`src/hdl/rhc_pkg.sv`:
```
// ----------------------------------------------------------------------------
// rhc_pkg: shared types, constants and helpers for the RGB/HSV converter
// Holds the channel width, pipeline depths, stage structures and the
// rounding division by the all-ones channel code.
// ----------------------------------------------------------------------------
package rhc_pkg;

    // Channel width; the all-ones code stands for 1.0.
    localparam int CB = 16;

    // Quotient, divisor and numerator widths of the forward divider.
    localparam int QB = CB + 1;
    localparam int DW = CB + 3;
    localparam int NW = 2 * CB + 3;

    // Stage counts behind the input register.
    localparam int FWD_LAT = 2 + QB;
    localparam int INV_LAT = 6;
    localparam int INV_PAD = FWD_LAT - INV_LAT;

    // Configuration port.
    localparam int ADDR_BITS = 3;
    localparam logic REG_DIRECTION = 1'b0;

    localparam logic [CB-1:0] CH_MAX = '1;

    typedef logic [CB-1:0] ch_t;

    typedef enum logic
    {
        DIR_TO_HSV = 1'b0,
        DIR_TO_RGB = 1'b1
    } dir_t;

    // Hue sectors of the inverse conversion.
    typedef enum logic [2:0]
    {
        SEC_0 = 3'd0,
        SEC_1 = 3'd1,
        SEC_2 = 3'd2,
        SEC_3 = 3'd3,
        SEC_4 = 3'd4,
        SEC_5 = 3'd5
    } sector_t;

    // One division request entering the divider.
    typedef struct packed
    {
        logic [NW-1:0] num;
        logic [DW-1:0] den;
    } div_lane_t;

    // Working state of one divider stage.
    typedef struct packed
    {
        logic [NW-1:0] num;
        logic [DW-1:0] den;
        logic [DW-1:0] rem;
        logic [QB-1:0] q;
    } div_st_t;

    // Forward values that travel beside the divider.
    typedef struct packed
    {
        ch_t  v;
        logic zero;
    } fwd_side_t;

    // Three-channel pixel.
    typedef struct packed
    {
        ch_t c1;
        ch_t c2;
        ch_t c3;
    } pix_t;

    // Clamp a value one bit wider than a channel.
    function automatic ch_t sat_ch(input logic [CB:0] x);
        return x[CB] ? CH_MAX : x[CB-1:0];
    endfunction

    // Load a request into the divider's first stage.
    function automatic div_st_t div_init(input div_lane_t l);
        div_st_t s;
        s.num = l.num;
        s.den = l.den;
        s.rem = {{(DW - (NW - QB)){1'b0}}, l.num[NW-1:QB]};
        s.q   = '0;
        return s;
    endfunction

    // One restoring step: bring in the next numerator bit, subtract if it fits.
    function automatic div_st_t div_step(input div_st_t s, input logic nb);
        div_st_t    o;
        logic [DW:0] t;
        logic        ge;
        o   = s;
        t   = {s.rem, nb};
        ge  = (t >= {1'b0, s.den});
        o.rem = ge ? DW'(t - {1'b0, s.den}) : t[DW-1:0];
        o.q   = {s.q[QB-2:0], ge};
        return o;
    endfunction

    // Rounded division of a product by the all-ones code.
    // The estimate is low by at most one; a remainder check corrects it.
    function automatic ch_t div_max_round(input logic [2*CB-1:0] prod);
        logic [2*CB-1:0] y;
        logic [2*CB:0]   s;
        logic [CB:0]     q0;
        logic [2*CB:0]   r;
        logic [CB:0]     q;
        y  = prod + {{(CB + 1){1'b0}}, CH_MAX[CB-1:1]};
        s  = {1'b0, y} + {{(CB + 1){1'b0}}, y[2*CB-1:CB]};
        q0 = s[2*CB:CB];
        r  = {1'b0, y} - {q0, {CB{1'b0}}} + {{CB{1'b0}}, q0};
        q  = (r >= {{(CB + 1){1'b0}}, CH_MAX}) ? q0 + 1'b1 : q0;
        return sat_ch(q);
    endfunction

endpackage

```
`src/hdl/rhc_div_pipe.sv`:
```
// ----------------------------------------------------------------------------
// rhc_div_pipe: pipelined restoring divider, two lanes
// One quotient bit per stage for saturation and hue; the side values ride
// along so they leave together with the quotients.
// ----------------------------------------------------------------------------
module rhc_div_pipe
    import rhc_pkg::*;
(
    input  logic          clk,
    input  div_lane_t     lane_s,
    input  div_lane_t     lane_h,
    input  fwd_side_t     side_in,
    output logic [QB-1:0] q_s,
    output logic [QB-1:0] q_h,
    output fwd_side_t     side_out
);

    div_st_t   st_s_reg [QB];
    div_st_t   st_h_reg [QB];
    fwd_side_t side_reg [QB];

    // Stage k decides quotient bit QB-1-k.
    for (genvar k = 0; k < QB; k++)
    begin : g_stage
        if (k == 0)
        begin : g_first
            always_ff @(posedge clk)
            begin
                st_s_reg[k] <= div_step(div_init(lane_s), lane_s.num[QB-1]);
                st_h_reg[k] <= div_step(div_init(lane_h), lane_h.num[QB-1]);
                side_reg[k] <= side_in;
            end
        end
        else
        begin : g_next
            always_ff @(posedge clk)
            begin
                st_s_reg[k] <= div_step(st_s_reg[k-1], st_s_reg[k-1].num[QB-1-k]);
                st_h_reg[k] <= div_step(st_h_reg[k-1], st_h_reg[k-1].num[QB-1-k]);
                side_reg[k] <= side_reg[k-1];
            end
        end
    end

    assign q_s      = st_s_reg[QB-1].q;
    assign q_h      = st_h_reg[QB-1].q;
    assign side_out = side_reg[QB-1];

endmodule

```
`config.mk`:
```
export PLATFORM = sky130hd
export DESIGN_NAME = rhc_div_pipe
export DESIGN_NICKNAME = d
export VERILOG_FILES = /design/src/hdl/rhc_pkg.sv /design/src/hdl/rhc_div_pipe.sv
export SDC_FILE = /design/constraint.sdc
export NUM_CORES = 2
export LEC_CHECK = 0
export BUFFER_PORTS_ARGS = -buffer_cell sky130_fd_sc_hd__buf_2
export CAP_MARGIN = 40
export CELL_PAD_IN_SITES_DETAIL_PLACEMENT = 1
export CELL_PAD_IN_SITES_GLOBAL_PLACEMENT = 2
export CORE_MARGIN = 4
export CORE_UTILIZATION = 35
export CTS_CLUSTER_DIAMETER = 40
export DETAILED_ROUTE_END_ITERATION = 16
export PLACE_DENSITY_LB_ADDON = 0.1
export SYNTH_ARGS = -nofsm -noshare
export SYNTH_HDL_FRONTEND = slang
export SYNTH_SLANG_ARGS = --single-unit
```
`constraint.sdc`:
```
create_clock -name clk -period 4.7 [get_ports clk]
set_input_delay 0.47 -clock clk [delete_from_list [all_inputs] [get_ports clk]]
set_output_delay 0.47 -clock clk [all_outputs]
set_load 0.1 [all_outputs]
```
==> flow_summary.ini <==
[status]
outcome = completed

[global_route]
grt_pass1_vias = 56390
overflow = 0
antenna_found_initial = 7
grtUsageTotal_pct = 14.68
grt_pass1_wl_mm = 283.1
grt_start_max_net_pins = 40

[timing]
period_needed_ns = 3.639
post-route-period-util_pct = 77.42
worst_slew_pin_slew_ns = 0.8738
finClkSkew_ns = 0.04487
fmax_mhz = 274.8
relSlewSlack_pct = 40.98
drv_slew = 0
fin_tns_setup_ns = 0
finalHoldViolCount = 0
setup_viol = 0
rsz0062_at_grt = false

[final_layout]
fillers = 24150
fin_cells = 11400
layout_common_cells = dfxtp_1 (2083), inv_1 (799), ha_1 (646)
drive_gt1_share_pct = 14.09
syn_to_final_growth_pct = 23.48
layout.cells.most_common = dfxtp_1
fin_nets = 8934
final_area_mm2 = 0.09727

[synthesis]
synthCells = 7520
ys.flop_type = dfxtp_1
seq_area_frac_synth_pct = 52.94
avgSynthCellArea_um2 = 10.47
syn_nets = 8324
synthArstFlopShare_pct = 0
synth_area_mm2 = 0.07877
synth_cell_types = 87
synth-seq-cells = 2083
synth-edff-count = 0
yosysWarningCount = 0

[cts]
cts_buffer_depth = 4
worstSkewPairLatency_ns = 0.91
cts_sinks = 2083
htreeDepth = 5
cts.clk_slew.worst_paths_ns = 0.06
cts_tree = yes
post_cts_resized = 0
postCtsSetupRepairBufs = 0
clockRootBuffer = clkbuf_16
hold_buffers = 125
cts_buffers = 363

[die]
die_area_mm2 = 0.2327
core_area_mm2 = 0.2232
ios = 177
floorplan.initialDensity_pct = 35.30
dieHeight_um = 482.4
row_count = 173
die_w_um = 482.4

[worst_setup_path]
crit_path_start_kind = register
regToRegSetupSlack_ns = 1.06
end_kind = register
crit_type = register to register
crit_fanout = 20
cp.required_ns = 5.47
worstPathArrival_ns = 4.41

[detailed_routing]
routedWlPerCell_um = 15.02
vias = 52480
wirelength_mm = 171.2
antenna_left = 0
drc_errors = 0
viasPerCell = 4.605
drt_iter0_drc = 1292
first_pass_iters = 4

[worst_hold_path]
hold_path.class = input pin to register

[place]
post_dp_cell_area_mm2 = 0.08335
place_inst = 10620
portBuffers = 176
dp_hpwl_mm = 131.0
gp_congestion = 0.8418

[pwr]
powerDensity_mw_per_mm2 = 821.6
irDropWorstVdd_mv = 0.4252
cellLeakagePower_uw = 0.04438
finalPower_uw = 79910

[job]
cap_violations = 0
[cell families after synthesis]
kind of cell,synth area share (%)
AOI/OAI and AO/OA,13.48
xor gates and xnor gates,5.382
adders and majority gates,11.07
buffers and inverters,4.409
DFF,52.94
muxes,4.408
and+or+nand+nor,8.304
[cell type report]
class | count | area, um2 | area share (%)
sequential | 2083 | 41700 | 42.87
timing repair buffer | 348 | 2509 | 2.579
multi-input combinational | 4534 | 33670 | 34.62
clock buffer | 424 | 9688 | 9.960
tap | 2975 | 3722 | 3.827
inverter | 800 | 3003 | 3.087
clock inverter | 222 | 2949 | 3.032
antenna | 10 | 25.02 | 0.02573
[path summary, 6_finish.rpt]
kind | start | endpoint | depth (start not counted)
worst min register to register | st_h_reg[8][4]$_DFF_P_ | st_h_reg[9][5]$_DFF_P_ | 0
worst max register to register | st_s_reg[4][36]$_DFF_P_ | st_s_reg[5][30]$_DFF_P_ | 12
worst max-delay path | st_s_reg[4][36]$_DFF_P_ | st_s_reg[5][30]$_DFF_P_ | 12
worst min-delay path | lane_h[23] | st_h_reg[0][59]$_DFF_P_ | 2
[layer usage]
layer  wire (um)  vias to the layer above  part of all wire (%)  GRT usage (%)
met3        5302                      454                   3.1          2.621
met2       85490                      671                    50          26.50
li1            -                    27010                     -              -
met1       72850                    24350                    43          16.71
met4        7523                        0                   4.4          6.918
met5           0                        -                     0              0
[synthesized netlist by cell type, types with 29 or more instances]
| library cell | n | area share [%] |
|---|---|---|
| nor3_1 | 81 | 0.51 |
| nand2b_1 | 68 | 0.54 |
| nor2_1 | 350 | 1.7 |
| inv_1 | 799 | 3.8 |
| mux2_2 | 250 | 3.6 |
| fa_1 | 32 | 0.81 |
| a21o_1 | 229 | 2.2 |
| o21ai_0 | 464 | 2.9 |
| nand2_1 | 461 | 2.2 |
| nand3_1 | 77 | 0.49 |
| xor2_1 | 189 | 2.1 |
| nand4_1 | 78 | 0.62 |
| o21a_1 | 118 | 1.1 |
| mux2i_1 | 30 | 0.38 |
| a211oi_1 | 53 | 0.51 |
| a21oi_1 | 434 | 2.8 |
| ha_1 | 646 | 10 |
| and3_1 | 37 | 0.29 |
| o21bai_1 | 49 | 0.47 |
| buf_2 | 37 | 0.24 |
| nor2b_1 | 96 | 0.76 |
| a31oi_1 | 44 | 0.35 |
| xnor2_1 | 295 | 3.3 |
| clkbuf_1 | 58 | 0.28 |
| o31ai_1 | 29 | 0.28 |
| dfxtp_1 | 2083 | 53 |
[where the power goes]
group	switching, uW	total, uW	internal [uW]
Combinational	15600	28600	13000
Sequential	2250	24700	22400
Clock	9080	26600	17500
Total	27000	79900	52900
[critical path, stage by stage, from the launching register on]
cell,delay [ns]
dfxtp_1,0.33
ha_1,0.24
fa_1,0.43
nor2b_1,0.14
o21ai_0,0.11
a21boi_0,0.34
o31ai_1,0.20
a21oi_1,0.47
o21bai_1,0.26
a21oi_1,0.15
o21ai_2,0.14
buf_4,0.30
mux2_2,0.38
[through the flow]
stage               util, %  hold WS, ns  worst slack, ns
finish                43.59       0.1931            1.061
global route          43.58       0.1182           0.7622
CTS                   43.57      0.09527           0.9327
detailed placement    37.35       0.3132            1.032
global placement      37.32       0.3095            1.083
floorplan                 -       0.3096            1.608
Power figures use the tool's default switching activity.
