$ cat config.mk
export PLATFORM = sky130hd
export DESIGN_NAME = rhc_inv_pipe
export DESIGN_NICKNAME = d
export VERILOG_FILES = /design/src/hdl/rhc_pkg.sv /design/src/hdl/rhc_inv_pipe.sv
export SDC_FILE = /design/constraint.sdc
export NUM_CORES = 2
export LEC_CHECK = 0
export BUFFER_PORTS_ARGS = -buffer_cell sky130_fd_sc_hd__buf_4
export CAP_MARGIN = 20
export CORE_MARGIN = 2
export CORE_UTILIZATION = 45
export CTS_BUF_LIST = sky130_fd_sc_hd__clkbuf_8
export CTS_CLUSTER_DIAMETER = 120
export DETAILED_ROUTE_END_ITERATION = 10
export PLACE_DENSITY = 0.65
export SYNTH_ARGS = -nofsm -noshare
export SYNTH_HDL_FRONTEND = slang
export SYNTH_SLANG_ARGS = --single-unit
$ cat constraint.sdc
create_clock -name clk -period 21.8 [get_ports clk]
set_clock_uncertainty 0.2 [all_clocks]
set_input_delay 4.36 -clock clk [delete_from_list [all_inputs] [get_ports clk]]
set_output_delay 4.36 -clock clk [all_outputs]
set_load 0.02 [all_outputs]
$ cat src/hdl/rhc_pkg.sv
// ----------------------------------------------------------------------------
// rhc_pkg: shared types, constants and helpers for the RGB/HSV converter
// Holds the channel width, pipeline depths, stage structures and the
// rounding division by the all-ones channel code.
// ----------------------------------------------------------------------------
package rhc_pkg;

    // Channel width; the all-ones code stands for 1.0.
    localparam int CB = 16;

    // Quotient, divisor and numerator widths of the forward divider.
    localparam int QB = CB + 1;
    localparam int DW = CB + 3;
    localparam int NW = 2 * CB + 3;

    // Stage counts behind the input register.
    localparam int FWD_LAT = 2 + QB;
    localparam int INV_LAT = 6;
    localparam int INV_PAD = FWD_LAT - INV_LAT;

    // Configuration port.
    localparam int ADDR_BITS = 3;
    localparam logic REG_DIRECTION = 1'b0;

    localparam logic [CB-1:0] CH_MAX = '1;

    typedef logic [CB-1:0] ch_t;

    typedef enum logic
    {
        DIR_TO_HSV = 1'b0,
        DIR_TO_RGB = 1'b1
    } dir_t;

    // Hue sectors of the inverse conversion.
    typedef enum logic [2:0]
    {
        SEC_0 = 3'd0,
        SEC_1 = 3'd1,
        SEC_2 = 3'd2,
        SEC_3 = 3'd3,
        SEC_4 = 3'd4,
        SEC_5 = 3'd5
    } sector_t;

    // One division request entering the divider.
    typedef struct packed
    {
        logic [NW-1:0] num;
        logic [DW-1:0] den;
    } div_lane_t;

    // Working state of one divider stage.
    typedef struct packed
    {
        logic [NW-1:0] num;
        logic [DW-1:0] den;
        logic [DW-1:0] rem;
        logic [QB-1:0] q;
    } div_st_t;

    // Forward values that travel beside the divider.
    typedef struct packed
    {
        ch_t  v;
        logic zero;
    } fwd_side_t;

    // Three-channel pixel.
    typedef struct packed
    {
        ch_t c1;
        ch_t c2;
        ch_t c3;
    } pix_t;

    // Clamp a value one bit wider than a channel.
    function automatic ch_t sat_ch(input logic [CB:0] x);
        return x[CB] ? CH_MAX : x[CB-1:0];
    endfunction

    // Load a request into the divider's first stage.
    function automatic div_st_t div_init(input div_lane_t l);
        div_st_t s;
        s.num = l.num;
        s.den = l.den;
        s.rem = {{(DW - (NW - QB)){1'b0}}, l.num[NW-1:QB]};
        s.q   = '0;
        return s;
    endfunction

    // One restoring step: bring in the next numerator bit, subtract if it fits.
    function automatic div_st_t div_step(input div_st_t s, input logic nb);
        div_st_t    o;
        logic [DW:0] t;
        logic        ge;
        o   = s;
        t   = {s.rem, nb};
        ge  = (t >= {1'b0, s.den});
        o.rem = ge ? DW'(t - {1'b0, s.den}) : t[DW-1:0];
        o.q   = {s.q[QB-2:0], ge};
        return o;
    endfunction

    // Rounded division of a product by the all-ones code.
    // The estimate is low by at most one; a remainder check corrects it.
    function automatic ch_t div_max_round(input logic [2*CB-1:0] prod);
        logic [2*CB-1:0] y;
        logic [2*CB:0]   s;
        logic [CB:0]     q0;
        logic [2*CB:0]   r;
        logic [CB:0]     q;
        y  = prod + {{(CB + 1){1'b0}}, CH_MAX[CB-1:1]};
        s  = {1'b0, y} + {{(CB + 1){1'b0}}, y[2*CB-1:CB]};
        q0 = s[2*CB:CB];
        r  = {1'b0, y} - {q0, {CB{1'b0}}} + {{CB{1'b0}}, q0};
        q  = (r >= {{(CB + 1){1'b0}}, CH_MAX}) ? q0 + 1'b1 : q0;
        return sat_ch(q);
    endfunction

endpackage

$ cat src/hdl/rhc_inv_pipe.sv
// ----------------------------------------------------------------------------
// rhc_inv_pipe: HSV to RGB pipeline
// Sector and fraction, products, rounding, second products, rounding,
// sector select. Six register stages.
// ----------------------------------------------------------------------------
module rhc_inv_pipe
    import rhc_pkg::*;
(
    input  logic clk,
    input  ch_t  hue,
    input  ch_t  sat,
    input  ch_t  val,
    output pix_t rgb
);

    logic [CB+2:0]   p6;

    logic [2:0]      sec1_reg;
    ch_t             f1_reg;
    ch_t             s1_reg;
    ch_t             v1_reg;

    logic [2:0]      sec2_reg;
    ch_t             v2_reg;
    logic [2*CB-1:0] pa2_reg;
    logic [2*CB-1:0] pt2_reg;
    logic [2*CB:0]   pt3_reg;

    logic [2:0]      sec3_reg;
    ch_t             v3_reg;
    ch_t             a3_reg;
    ch_t             t2_3_reg;
    ch_t             t3_3_reg;

    logic [2:0]      sec4_reg;
    ch_t             v4_reg;
    ch_t             a4_reg;
    logic [2*CB-1:0] pb2_4_reg;
    logic [2*CB-1:0] pb3_4_reg;

    logic [2:0]      sec5_reg;
    ch_t             v5_reg;
    ch_t             a5_reg;
    ch_t             b2_5_reg;
    ch_t             b3_5_reg;

    pix_t            rgb_reg;
    logic [2*CB:0]   t2_sum;
    logic [2*CB:0]   t3_sum;

    // Six times hue: the top bits are the sector, the rest the fraction.
    assign p6 = ({3'b000, hue} << 2) + ({3'b000, hue} << 1);

    always_ff @(posedge clk)
    begin
        sec1_reg <= p6[CB+2:CB];
        f1_reg   <= p6[CB-1:0];
        s1_reg   <= sat;
        v1_reg   <= val;
    end

    // Products for the darkest channel and both ramps.
    always_ff @(posedge clk)
    begin
        sec2_reg <= sec1_reg;
        v2_reg   <= v1_reg;
        pa2_reg  <= v1_reg * (CH_MAX - s1_reg);
        pt2_reg  <= s1_reg * f1_reg;
        pt3_reg  <= {{(CB + 1){1'b0}}, s1_reg}
                  * ({1'b1, {CB{1'b0}}} - {1'b0, f1_reg});
    end

    // Round the ramps by the turn and the darkest channel by the full code.
    assign t2_sum = {1'b0, pt2_reg} + {{(CB + 1){1'b0}}, 1'b1, {(CB - 1){1'b0}}};
    assign t3_sum = pt3_reg + {{(CB + 1){1'b0}}, 1'b1, {(CB - 1){1'b0}}};

    always_ff @(posedge clk)
    begin
        sec3_reg <= sec2_reg;
        v3_reg   <= v2_reg;
        a3_reg   <= div_max_round(pa2_reg);
        t2_3_reg <= sat_ch(t2_sum[2*CB:CB]);
        t3_3_reg <= sat_ch(t3_sum[2*CB:CB]);
    end

    always_ff @(posedge clk)
    begin
        sec4_reg  <= sec3_reg;
        v4_reg    <= v3_reg;
        a4_reg    <= a3_reg;
        pb2_4_reg <= v3_reg * (CH_MAX - t2_3_reg);
        pb3_4_reg <= v3_reg * (CH_MAX - t3_3_reg);
    end

    always_ff @(posedge clk)
    begin
        sec5_reg <= sec4_reg;
        v5_reg   <= v4_reg;
        a5_reg   <= a4_reg;
        b2_5_reg <= div_max_round(pb2_4_reg);
        b3_5_reg <= div_max_round(pb3_4_reg);
    end

    // Route the three levels by sector. Zero saturation already gives grey.
    always_ff @(posedge clk)
    begin
        case (sec5_reg)
            SEC_0:   rgb_reg <= '{c1: v5_reg,   c2: b3_5_reg, c3: a5_reg};
            SEC_1:   rgb_reg <= '{c1: b2_5_reg, c2: v5_reg,   c3: a5_reg};
            SEC_2:   rgb_reg <= '{c1: a5_reg,   c2: v5_reg,   c3: b3_5_reg};
            SEC_3:   rgb_reg <= '{c1: a5_reg,   c2: b2_5_reg, c3: v5_reg};
            SEC_4:   rgb_reg <= '{c1: b3_5_reg, c2: a5_reg,   c3: v5_reg};
            default: rgb_reg <= '{c1: v5_reg,   c2: a5_reg,   c3: b2_5_reg};
        endcase
    end

    assign rgb = rgb_reg;

endmodule

==> out/results.ini <==
[logic_synthesis]
yosysUniqueCellTypes=82
synth-edff-count=0
synth.top_cell.area_share_pct=28.99
synth_warnings=0
ys_ff_latch=417
ys_top_cells_by_area=fa_1 (29%), ha_1 (15%), dfxtp_1 (13%)
yosysMostFrequentCell=inv_1
syn_nets=9359
netlist_area_um2=66230
yosys_most_used_dff=dfxtp_1
ys_seq_area_share_pct=12.60
synthCells=7533
async_flop_share_pct=0
yosys-top-cells-count=inv_1 (1,479), fa_1 (959), ha_1 (818)
synth_area_leader_cell=fa_1
synth.avg_cell_area_um2=8.792

[flow_run]
drv_cap=0

[hold_path]
worstHoldStart=v4_reg[5]
hold_path_depth=0
hold_path.class=reg -> reg

[layout]
syn_to_final_growth_pct=6.389
layout.nets=9300
drive_above_1_share_pct=4.580
largest_reg_flops=48

[route]
vias_per_cell=5.263
drtAntennaViolNets=0
drt_iter0_drc=2868
drcViolationCount=0
drt_first_pass_iters=6
wl_per_cell_um=17.54
wl_um=165800
dr_total_vias=49737

[sta]
finalSetupViolCount=0
post-route-period-util_pct=48.27
timing.fmax_mhz=95.03
rsz0062_at_grt=no
slew_violations=0
worst_slack_ns=11.28
post-route-min-period_ns=10.52
finalHoldViolCount=0
relSlewSlack_pct=28.58
tightest_slew_ns=1.071
tns_ns=0

[clock_network]
cts_buffer_depth=3
insertion_delay_ns=0.77
cts_tree=built
cts.sinks=417
cts_hold_buffers=0
cts_buffers=75
cts_repair_resize_count=0
cts-root-buf=clkbuf_8
cts_setup_buffers=0
htreeDepth=3
clk_pin_slew_worst_paths_ns=0.06

[place]
gp_congestion=0.9278
hpwl_um=129400
dpl_worst_slack_ns=11.04
port_buffers=96

[critical_path]
critPathMaxFanout=16
critical-path-slowest-cell=xnor2_1
cp.required_ns=22.18
r2r-start=pa2_reg[0]
max_stage_delay_ns=0.80
r2r_cells=33
cp.arrival_ns=10.90
path_class=reg -> reg
startpoint=pa2_reg[0]
path_common_cell=ha_1
crit_path_end_kind=flop
worstSetupStartpointType=flop

[die]
dieArea_um2=150300
design.core.area_um2=145900
start_util_pct=45.39
die_height_um=387.6
die-width_um=387.6
io_pins=97
num_rows=140

[grt]
grt_first_pass_wirelength_um=274800
track_usage_pct=22.45
grt_pass1_vias=52147
gr-total-overflow=0
antenna_found_initial=6
grt_max_degree=84

[status]
status=finished, final reports clean

## routing by layer
layer,GRT usage (%),vias up,part of all wire (%)
met5,0,-,0
met4,5.838,0,2.4
met3,2.945,253,5.2
met2,37.25,1175,46
met1,30.83,24788,46
li1,-,23521,-
## final timing paths
path                             endpoint  slack, ns
worst max register to register  a3_reg[5]      11.28
worst max-delay path            a3_reg[5]      11.28
worst min-delay path            v5_reg[5]       0.12
worst min register to register  v5_reg[5]       0.12
## per-stage QoR
| stage | instance area [um^2] | util, % | hold WS, ns | cells |
|---|---|---|---|---|
| floorplan | 66230 | - | 0.1096 | 7533 |
| global placement | 68720 | 47.10 | 0.1108 | 9313 |
| detailed placement | 68720 | 47.10 | 0.1120 | 9313 |
| CTS | 70450 | 48.28 | 0.1201 | 9449 |
| global route | 70460 | 48.29 | 0.1231 | 9451 |
| finish | 70460 | 48.29 | 0.1172 | 9451 |
## placed cells by master (no fill, tap or decap), types with 58 or more instances in the layout
cell type / netlist / final
inv_1: 1479 / 1491
fa_1: 959 / 959
ha_1: 818 / 818
nand2_1: 509 / 509
nand2b_1: 469 / 469
dfxtp_1: 417 / 410
nor2b_1: 378 / 378
xnor2_1: 272 / 271
nor2_1: 270 / 270
a21oi_1: 233 / 233
and2_1: 216 / 216
buf_4: 0 / 161
o21ai_0: 151 / 151
xor2_1: 99 / 98
nor3_1: 97 / 97
nand3_1: 96 / 96
clkbuf_8: 0 / 91
and3_1: 66 / 66
a21o_1: 60 / 60
mux2i_1: 58 / 58
## worst max-delay path, delay by kind of cell (launching register included)
kind,cells,cell delay (ns)
AOI/OAI and AO/OA,11,4.14
xor gates and xnor gates,2,1.21
adders and majority gates,5,1.41
buffers and inverters,6,0.92
DFF,1,0.34
muxes,1,0.39
and+or+nand+nor,8,1.73
## area by class of cell
type / instances / area [um^2]
fill: 13895 / 75450
multi-input combinational: 5339 / 51210
sequential: 417 / 8359
inverter: 1480 / 5555
tap: 1917 / 2399
clock buffer: 91 / 1252
timing repair buffer: 161 / 1209
clock inverter: 45 / 478.0
antenna: 1 / 2.502
## cells by family after synthesis
family,Yosys count,synth area share [%]
mux,78,1.217
simple gates,2331,19.05
flops,417,12.60
fa+ha+maj,1777,44.44
buf+inv,1777,10.10
xor+xnor,372,4.931
compound gates,781,7.660
Power is not shown: default switching activity piles up to over one toggle a cycle in this logic, so the estimate is an artifact.
