<file path="src/hdl/rhc_pkg.sv">
// ----------------------------------------------------------------------------
// rhc_pkg: shared types, constants and helpers for the RGB/HSV converter
// Holds the channel width, pipeline depths, stage structures and the
// rounding division by the all-ones channel code.
// ----------------------------------------------------------------------------
package rhc_pkg;

    // Channel width; the all-ones code stands for 1.0.
    localparam int CB = 16;

    // Quotient, divisor and numerator widths of the forward divider.
    localparam int QB = CB + 1;
    localparam int DW = CB + 3;
    localparam int NW = 2 * CB + 3;

    // Stage counts behind the input register.
    localparam int FWD_LAT = 2 + QB;
    localparam int INV_LAT = 6;
    localparam int INV_PAD = FWD_LAT - INV_LAT;

    // Configuration port.
    localparam int ADDR_BITS = 3;
    localparam logic REG_DIRECTION = 1'b0;

    localparam logic [CB-1:0] CH_MAX = '1;

    typedef logic [CB-1:0] ch_t;

    typedef enum logic
    {
        DIR_TO_HSV = 1'b0,
        DIR_TO_RGB = 1'b1
    } dir_t;

    // Hue sectors of the inverse conversion.
    typedef enum logic [2:0]
    {
        SEC_0 = 3'd0,
        SEC_1 = 3'd1,
        SEC_2 = 3'd2,
        SEC_3 = 3'd3,
        SEC_4 = 3'd4,
        SEC_5 = 3'd5
    } sector_t;

    // One division request entering the divider.
    typedef struct packed
    {
        logic [NW-1:0] num;
        logic [DW-1:0] den;
    } div_lane_t;

    // Working state of one divider stage.
    typedef struct packed
    {
        logic [NW-1:0] num;
        logic [DW-1:0] den;
        logic [DW-1:0] rem;
        logic [QB-1:0] q;
    } div_st_t;

    // Forward values that travel beside the divider.
    typedef struct packed
    {
        ch_t  v;
        logic zero;
    } fwd_side_t;

    // Three-channel pixel.
    typedef struct packed
    {
        ch_t c1;
        ch_t c2;
        ch_t c3;
    } pix_t;

    // Clamp a value one bit wider than a channel.
    function automatic ch_t sat_ch(input logic [CB:0] x);
        return x[CB] ? CH_MAX : x[CB-1:0];
    endfunction

    // Load a request into the divider's first stage.
    function automatic div_st_t div_init(input div_lane_t l);
        div_st_t s;
        s.num = l.num;
        s.den = l.den;
        s.rem = {{(DW - (NW - QB)){1'b0}}, l.num[NW-1:QB]};
        s.q   = '0;
        return s;
    endfunction

    // One restoring step: bring in the next numerator bit, subtract if it fits.
    function automatic div_st_t div_step(input div_st_t s, input logic nb);
        div_st_t    o;
        logic [DW:0] t;
        logic        ge;
        o   = s;
        t   = {s.rem, nb};
        ge  = (t >= {1'b0, s.den});
        o.rem = ge ? DW'(t - {1'b0, s.den}) : t[DW-1:0];
        o.q   = {s.q[QB-2:0], ge};
        return o;
    endfunction

    // Rounded division of a product by the all-ones code.
    // The estimate is low by at most one; a remainder check corrects it.
    function automatic ch_t div_max_round(input logic [2*CB-1:0] prod);
        logic [2*CB-1:0] y;
        logic [2*CB:0]   s;
        logic [CB:0]     q0;
        logic [2*CB:0]   r;
        logic [CB:0]     q;
        y  = prod + {{(CB + 1){1'b0}}, CH_MAX[CB-1:1]};
        s  = {1'b0, y} + {{(CB + 1){1'b0}}, y[2*CB-1:CB]};
        q0 = s[2*CB:CB];
        r  = {1'b0, y} - {q0, {CB{1'b0}}} + {{CB{1'b0}}, q0};
        q  = (r >= {{(CB + 1){1'b0}}, CH_MAX}) ? q0 + 1'b1 : q0;
        return sat_ch(q);
    endfunction

endpackage

</file>
<file path="src/hdl/rhc_fwd_prep.sv">
// ----------------------------------------------------------------------------
// rhc_fwd_prep: front end of the RGB to HSV path
// Finds max, min and the hue numerator, then forms both division requests.
// Two register stages.
// ----------------------------------------------------------------------------
module rhc_fwd_prep
    import rhc_pkg::*;
(
    input  logic      clk,
    input  ch_t       red,
    input  ch_t       green,
    input  ch_t       blue,
    output div_lane_t lane_s,
    output div_lane_t lane_h,
    output fwd_side_t side
);

    ch_t           v1_reg;
    ch_t           d1_reg;
    logic [DW-1:0] n1_reg;
    logic          zero1_reg;

    ch_t           mx;
    ch_t           mn;
    ch_t           d;
    logic [DW:0]   d_x;
    logic [DW:0]   n_x;
    logic [DW:0]   six_x;

    div_lane_t     lane_s_reg;
    div_lane_t     lane_h_reg;
    fwd_side_t     side_reg;
    logic [NW-1:0] d_n;

    // Max, min, delta and the sector numerator wrapped into [0, 6*delta).
    always_comb
    begin
        mx = (red > green) ? red : green;
        mn = (red < green) ? red : green;
        if (blue > mx)
        begin
            mx = blue;
        end
        if (blue < mn)
        begin
            mn = blue;
        end
        d     = mx - mn;
        d_x   = {{(DW + 1 - CB){1'b0}}, d};
        six_x = (d_x << 2) + (d_x << 1);
        if (red == mx)
        begin
            n_x = {{(DW + 1 - CB){1'b0}}, green} - {{(DW + 1 - CB){1'b0}}, blue};
        end
        else if (green == mx)
        begin
            n_x = (d_x << 1) + {{(DW + 1 - CB){1'b0}}, blue}
                - {{(DW + 1 - CB){1'b0}}, red};
        end
        else
        begin
            n_x = (d_x << 2) + {{(DW + 1 - CB){1'b0}}, red}
                - {{(DW + 1 - CB){1'b0}}, green};
        end
        if (n_x[DW])
        begin
            n_x = n_x + six_x;
        end
    end

    always_ff @(posedge clk)
    begin
        v1_reg    <= mx;
        d1_reg    <= d;
        n1_reg    <= n_x[DW-1:0];
        zero1_reg <= (d == '0);
    end

    // Numerators carry the half-divisor for round half up.
    assign d_n = {{(NW - CB){1'b0}}, d1_reg};

    always_ff @(posedge clk)
    begin
        lane_s_reg.num <= (d_n << CB) - d_n + {{(NW - CB + 1){1'b0}}, v1_reg[CB-1:1]};
        lane_s_reg.den <= {{(DW - CB){1'b0}}, v1_reg};
        lane_h_reg.num <= {n1_reg, {CB{1'b0}}} + (d_n << 1) + d_n;
        lane_h_reg.den <= DW'((d_n << 2) + (d_n << 1));
        side_reg.v     <= v1_reg;
        side_reg.zero  <= zero1_reg;
    end

    assign lane_s = lane_s_reg;
    assign lane_h = lane_h_reg;
    assign side   = side_reg;

endmodule

</file>
<file path="config.mk">
export PLATFORM = sky130hd
export DESIGN_NAME = rhc_fwd_prep
export DESIGN_NICKNAME = d
export VERILOG_FILES = /design/src/hdl/rhc_pkg.sv /design/src/hdl/rhc_fwd_prep.sv
export SDC_FILE = /design/constraint.sdc
export NUM_CORES = 1
export LEC_CHECK = 0
export ABC_AREA = 1
export BUFFER_PORTS_ARGS = -buffer_cell sky130_fd_sc_hd__buf_2
export CAP_MARGIN = 40
export CORE_ASPECT_RATIO = 1.5
export CORE_MARGIN = 2
export CORE_UTILIZATION = 64
export CTS_CLUSTER_DIAMETER = 50
export DETAILED_ROUTE_END_ITERATION = 7
export PLACE_DENSITY = 0.93
export SYNTH_ARGS = -nofsm -noshare
export SYNTH_HDL_FRONTEND = slang
export SYNTH_SLANG_ARGS = --single-unit
export TNS_END_PERCENT = 5
</file>
<file path="constraint.sdc">
create_clock -name clk -period 26.2 [get_ports clk]
set_input_delay 0 -clock clk [delete_from_list [all_inputs] [get_ports clk]]
set_output_delay 0 -clock clk [all_outputs]
set_load 0.02 [all_outputs]
</file>
==> impl_metrics.ini, run 1 <==
[finish]
final_cells = 2181
seq_area_um2 = 2800
diodes = 0
area_growth_pct = 10.8
largest_reg_flops = 50
fillers = 1545
multi_input_area_um2 = 9050
final_common_cell = nand2_1
drive_gt1_frac = 0.134
final_cell_mix = 353 x nand2_1, 269 x inv_1, 190 x ha_1, 169 x buf_2, 140 x dfxtp_1
postLayoutCellArea_um2 = 14700
layout.nets = 2189

[routing]
drt_iter0_drc = 682
wl_per_cell_um = 16.4
first_pass_iters = 5
ant_nets = 0
drc = 0
drt-total-wl_mm = 35.7
vias_per_cell = 5.63
vias = 12289

[clock_tree]
clockBufferDepth = 2
cts.clk_slew.worst_paths_ns = 0.06
cts_setup_buffers = 0
clk_latency_ns = 0.43
cts_root_buffer = clkbuf_16
cts_tree = built
clock-sinks = 140
cts_buffers = 17
cts_max_level = 4

[synthesis]
ys_seq_area_frac = 0.211
yosysUniqueCellTypes = 51
async_flop_share = 0
syn_area_um2 = 13300
syn_inst = 1767
synth_seq_cells = 140
synth_edf_count = 0
synth_warnings = 0
synth_flop_cell = dfxtp_1
avgSynthCellArea_um2 = 7.52

[worst_setup_path]
start_kind = input pin
critPathKind = input pin to flip-flop
cpMostUsedCell = inv_1
cp_data_required_time_ns = 26.57
cp_data_arrival_time_ns = 10.70
crit_slowest_cell = fa_1
critPathMaxFanout = 36
end_kind = flip-flop
cpPeakStageDelay_ns = 0.51

[placement]
dpl.hpwl_mm = 29.2
place_area_um2 = 14100
io_buffers = 169
gp_congestion = 0.989
dp.cells = 2148

[die]
die_h_um = 180
die_w_um = 122
initial_core_util = 0.651
core_area_um2 = 20400
fp.dieArea_um2 = 21900
num_rows = 64
io-pin-count = 174

[sta]
final_max_slew_viol_count = 0
hold_ws_ns = 0.0297
timing.final.crit_share = 0.394
hold_violations = 0
tns_ns = 0
slew_headroom = 0.505
period_minus_slack_ns = 10.33
rsz0062_at_grt = no
setup-violations-final = 0
fmax_mhz = 96.8
skew_ns = 0.0127
tightest_slew_ns = 0.740

[global_routing]
grt_usage = 0.330
antenna_found_initial = 1
grt_pass1_vias = 12569
grt_first_pass_wirelength_mm = 57.6
grt_start_max_net_pins = 37
grt.overflow.total = 0

[status]
outcome = finished, final reports clean

[min_path]
min_path_type = input pin to flip-flop

[run]
max_cap_viol_count = 0
==> repair_timing <==
| item | 4_1_cts | 5_1_grt |
|---|---|---|
| hold buffers | 1 | 0 |
| hold endpoints to repair | 1 | 0 |
| endpoints found under the setup margin | 0 | 0 |
| gates resized for setup | 0 | 0 |
==> worst paths after layout <==
path / from / to / slack [ns] / cells after the start
worst min-delay path: blue[8] / v1_reg[8] / 0.03 / 3
worst min register to register: zero1_reg / side[0] / 0.34 / 0
worst max-delay path: red[0] / n1_reg[17] / 15.87 / 61
worst max register to register: d1_reg[0] / lane_s[50] / 21.11 / 21
==> worst max-delay path: cells and delay by family <==
kind,cells,cell delay [ns]
and+or+nand+nor,25,3.84
xor gates and xnor gates,2,0.62
buffers and inverters,11,0.86
adders and majority gates,9,2.78
AOI/OAI and AO/OA,14,2.55
==> cell families (layout without fill, tap and decap cells) <==
kind of cell	Yosys count	count (layout)	share of synthesized area
flip-flops	140	140	0.211
buffers and inverters	335	481	0.109
adder cells (fa/ha/maj)	236	236	0.248
AND/OR/NAND/NOR	600	600	0.195
AO/OA/AOI/OAI	280	280	0.122
XOR/XNOR	175	175	0.115
other	1	5	0.000282
==> through the flow <==
step                 util  setup WS, ns
floorplan               -         17.46
global placement    0.690         15.95
detailed placement  0.690         15.68
CTS                 0.721         16.05
global route        0.721         14.89
finish              0.721         15.87
==> synth_stat cells, types with 6 or more instances <==
cell type / n / area share
nand3_1: 106 / 0.040
inv_1: 269 / 0.076
nand2_1: 353 / 0.10
clkbuf_1: 9 / 0.0025
fa_1: 46 / 0.069
a21oi_1: 119 / 0.045
nor3_1: 12 / 0.0045
nor2_1: 77 / 0.022
buf_4: 39 / 0.022
ha_1: 190 / 0.18
or2_2: 8 / 0.0038
nand4_1: 14 / 0.0066
o21ai_0: 78 / 0.029
nand3b_1: 7 / 0.0040
inv_2: 8 / 0.0023
dfxtp_1: 140 / 0.21
o21ai_2: 19 / 0.013
xnor2_1: 38 / 0.025
o21ai_1: 15 / 0.0057
buf_2: 6 / 0.0023
xor2_1: 137 / 0.090
o21bai_1: 20 / 0.011
nand2_2: 6 / 0.0028
==> layout make-up <==
cell class / instances / area share
multi-input cells: 1296 / 0.615
flip-flops and latches: 140 / 0.190
inverters: 277 / 0.0706
repair buffers: 172 / 0.0597
clock buffers: 21 / 0.0326
well taps: 264 / 0.0224
clock inverters: 11 / 0.00901
==> metal layers <==
| metal | share of wire | track usage |
|---|---|---|
| met5 | 0.00036 | 0 |
| met2 | 0.51 | 0.596 |
| met3 | 0.055 | 0.0503 |
| met1 | 0.37 | 0.342 |
| met4 | 0.070 | 0.231 |
Power of run 1 is not shown: default switching activity piles up to over one toggle a cycle in this logic, so the estimate is an artifact.
==> run 2, diff against run 1 <==
Settings changed: CORE_UTILIZATION 64 to 54, PLACE_DENSITY 0.93 to 0.84.
Clock period 26.2 ns to 8.8 ns, I/O delays scaled along.
==> run 2 against run 1 <==
Clock skew increased by 0.0075 ns. Largest cell class unchanged. Setup slack got worse by 15 ns. Core utilization decreased by 2.9 points.
==> impl_metrics.ini, run 2 (synthesized netlist as in run 1, its figures left out) <==
[worst_setup_path]
end_kind = flip-flop
critPathMaxFanout = 14
cpPeakStageDelay_ns = 0.49
cp_data_required_time_ns = 9.17
start_kind = input pin
crit_slowest_cell = fa_1
critPathKind = input pin to flip-flop
cp_data_arrival_time_ns = 8.72

[sta]
skew_ns = 0.0202
hold_violations = 0
tns_ns = 0
tightest_slew_ns = 0.817
slew_headroom = 0.451
final_max_slew_viol_count = 0
setup-violations-final = 0
layout_setup_ws_ns = 0.448
timing.final.crit_share = 0.949
period_minus_slack_ns = 8.35
fmax_mhz = 120
rsz0062_at_grt = yes

[placement]
place_area_um2 = 15800
place_ws_ns = -0.426
gp_congestion = 1.01
io_buffers = 169
dpl.hpwl_mm = 32.2

[finish]
drive_gt1_frac = 0.241
final_common_cell = nand2_1
final_cell_mix = 351 x nand2_1, 268 x inv_1, 213 x buf_4, 184 x ha_1, 169 x buf_2
diodes = 0
fillers = 1938
postLayoutCellArea_um2 = 16800
area_growth_pct = 26.4
layout.nets = 2413
largest_reg_flops = 50
multi_input_area_um2 = 9300
seq_area_um2 = 2800
fin_util = 0.692

[global_routing]
antenna_found_initial = 0
grt.overflow.total = 0
grt_pass1_vias = 13201
grt_usage = 0.297
grt_start_max_net_pins = 28
grt_first_pass_wirelength_mm = 62.1

[routing]
drt_iter0_drc = 596
vias_per_cell = 5.31
wl_per_cell_um = 15.9
first_pass_iters = 7
drt-total-wl_mm = 39.0
drc = 0
ant_nets = 0
vias = 13043

[clock_tree]
cts_buffers = 25
clk_latency_ns = 0.47
cts_tree = built
clock-sinks = 140
cts_root_buffer = clkbuf_16
cts.clk_slew.worst_paths_ns = 0.06
clockBufferDepth = 3
cts_max_level = 4

[status]
outcome = finished, final reports clean

[die]
num_rows = 70
die_w_um = 132
die_h_um = 196
core_area_um2 = 24300
initial_core_util = 0.548
io-pin-count = 174
fp.dieArea_um2 = 25900

[run]
max_cap_viol_count = 0

[min_path]
min_path_type = input pin to flip-flop
## run 2: routing by layer
metal | vias to the layer above | global-route usage | wire length, µm
met2 | 481 | 0.590 | 20900
met1 | 6057 | 0.300 | 14100
met3 | 141 | 0.0245 | 1760
met4 | 0 | 0.165 | 2290
met5 | - | 0 | 0
li1 | 6364 | - | -
## run 2: critical path, delay by kind of cell
family	cells	cell delay, ns
AO/OA/AOI/OAI	14	1.89
XOR/XNOR	2	0.35
AND/OR/NAND/NOR	26	2.73
buffers and inverters	11	0.88
adder cells (fa/ha/maj)	9	2.85
## run 2: per-stage QoR
stage / hold slack, ns / cells
final: 0.0268 / 2457
after detailed placement: 0.319 / 2420
after global routing: 0.0424 / 2457
after global placement: 0.313 / 2420
after floorplan: 0.212 / 1771
after CTS: 0.0181 / 2453
## run 2: path summary, 6_finish.rpt
path	startpoint	to	slack [ns]	cells after the start
worst max-delay path	red[0]	n1_reg[18]	0.45	62
worst min-delay path	blue[9]	v1_reg[9]	0.03	3
worst max register to register	d1_reg[2]	lane_s[49]	3.60	22
worst min register to register	v1_reg[0]	lane_s[0]	0.33	0
## run 2: cell type report
cell class                      count  area share
Inverter                          277      0.0619
Multi-Input combinational cell   1296       0.554
Tap cell                          324      0.0241
Clock buffer                       30      0.0408
Timing Repair Buffer              388       0.151
Sequential cell                   140       0.167
Clock inverter                      2     0.00224
## run 2: repair_timing
action,4_1_cts,5_1_grt
endpoints found under the setup margin,0,7
setup buffers,0,4
endpoints found under the hold margin,1,0
gates resized for setup,0,72
hold buffers,1,0
Power of run 2 is left out for the same reason.
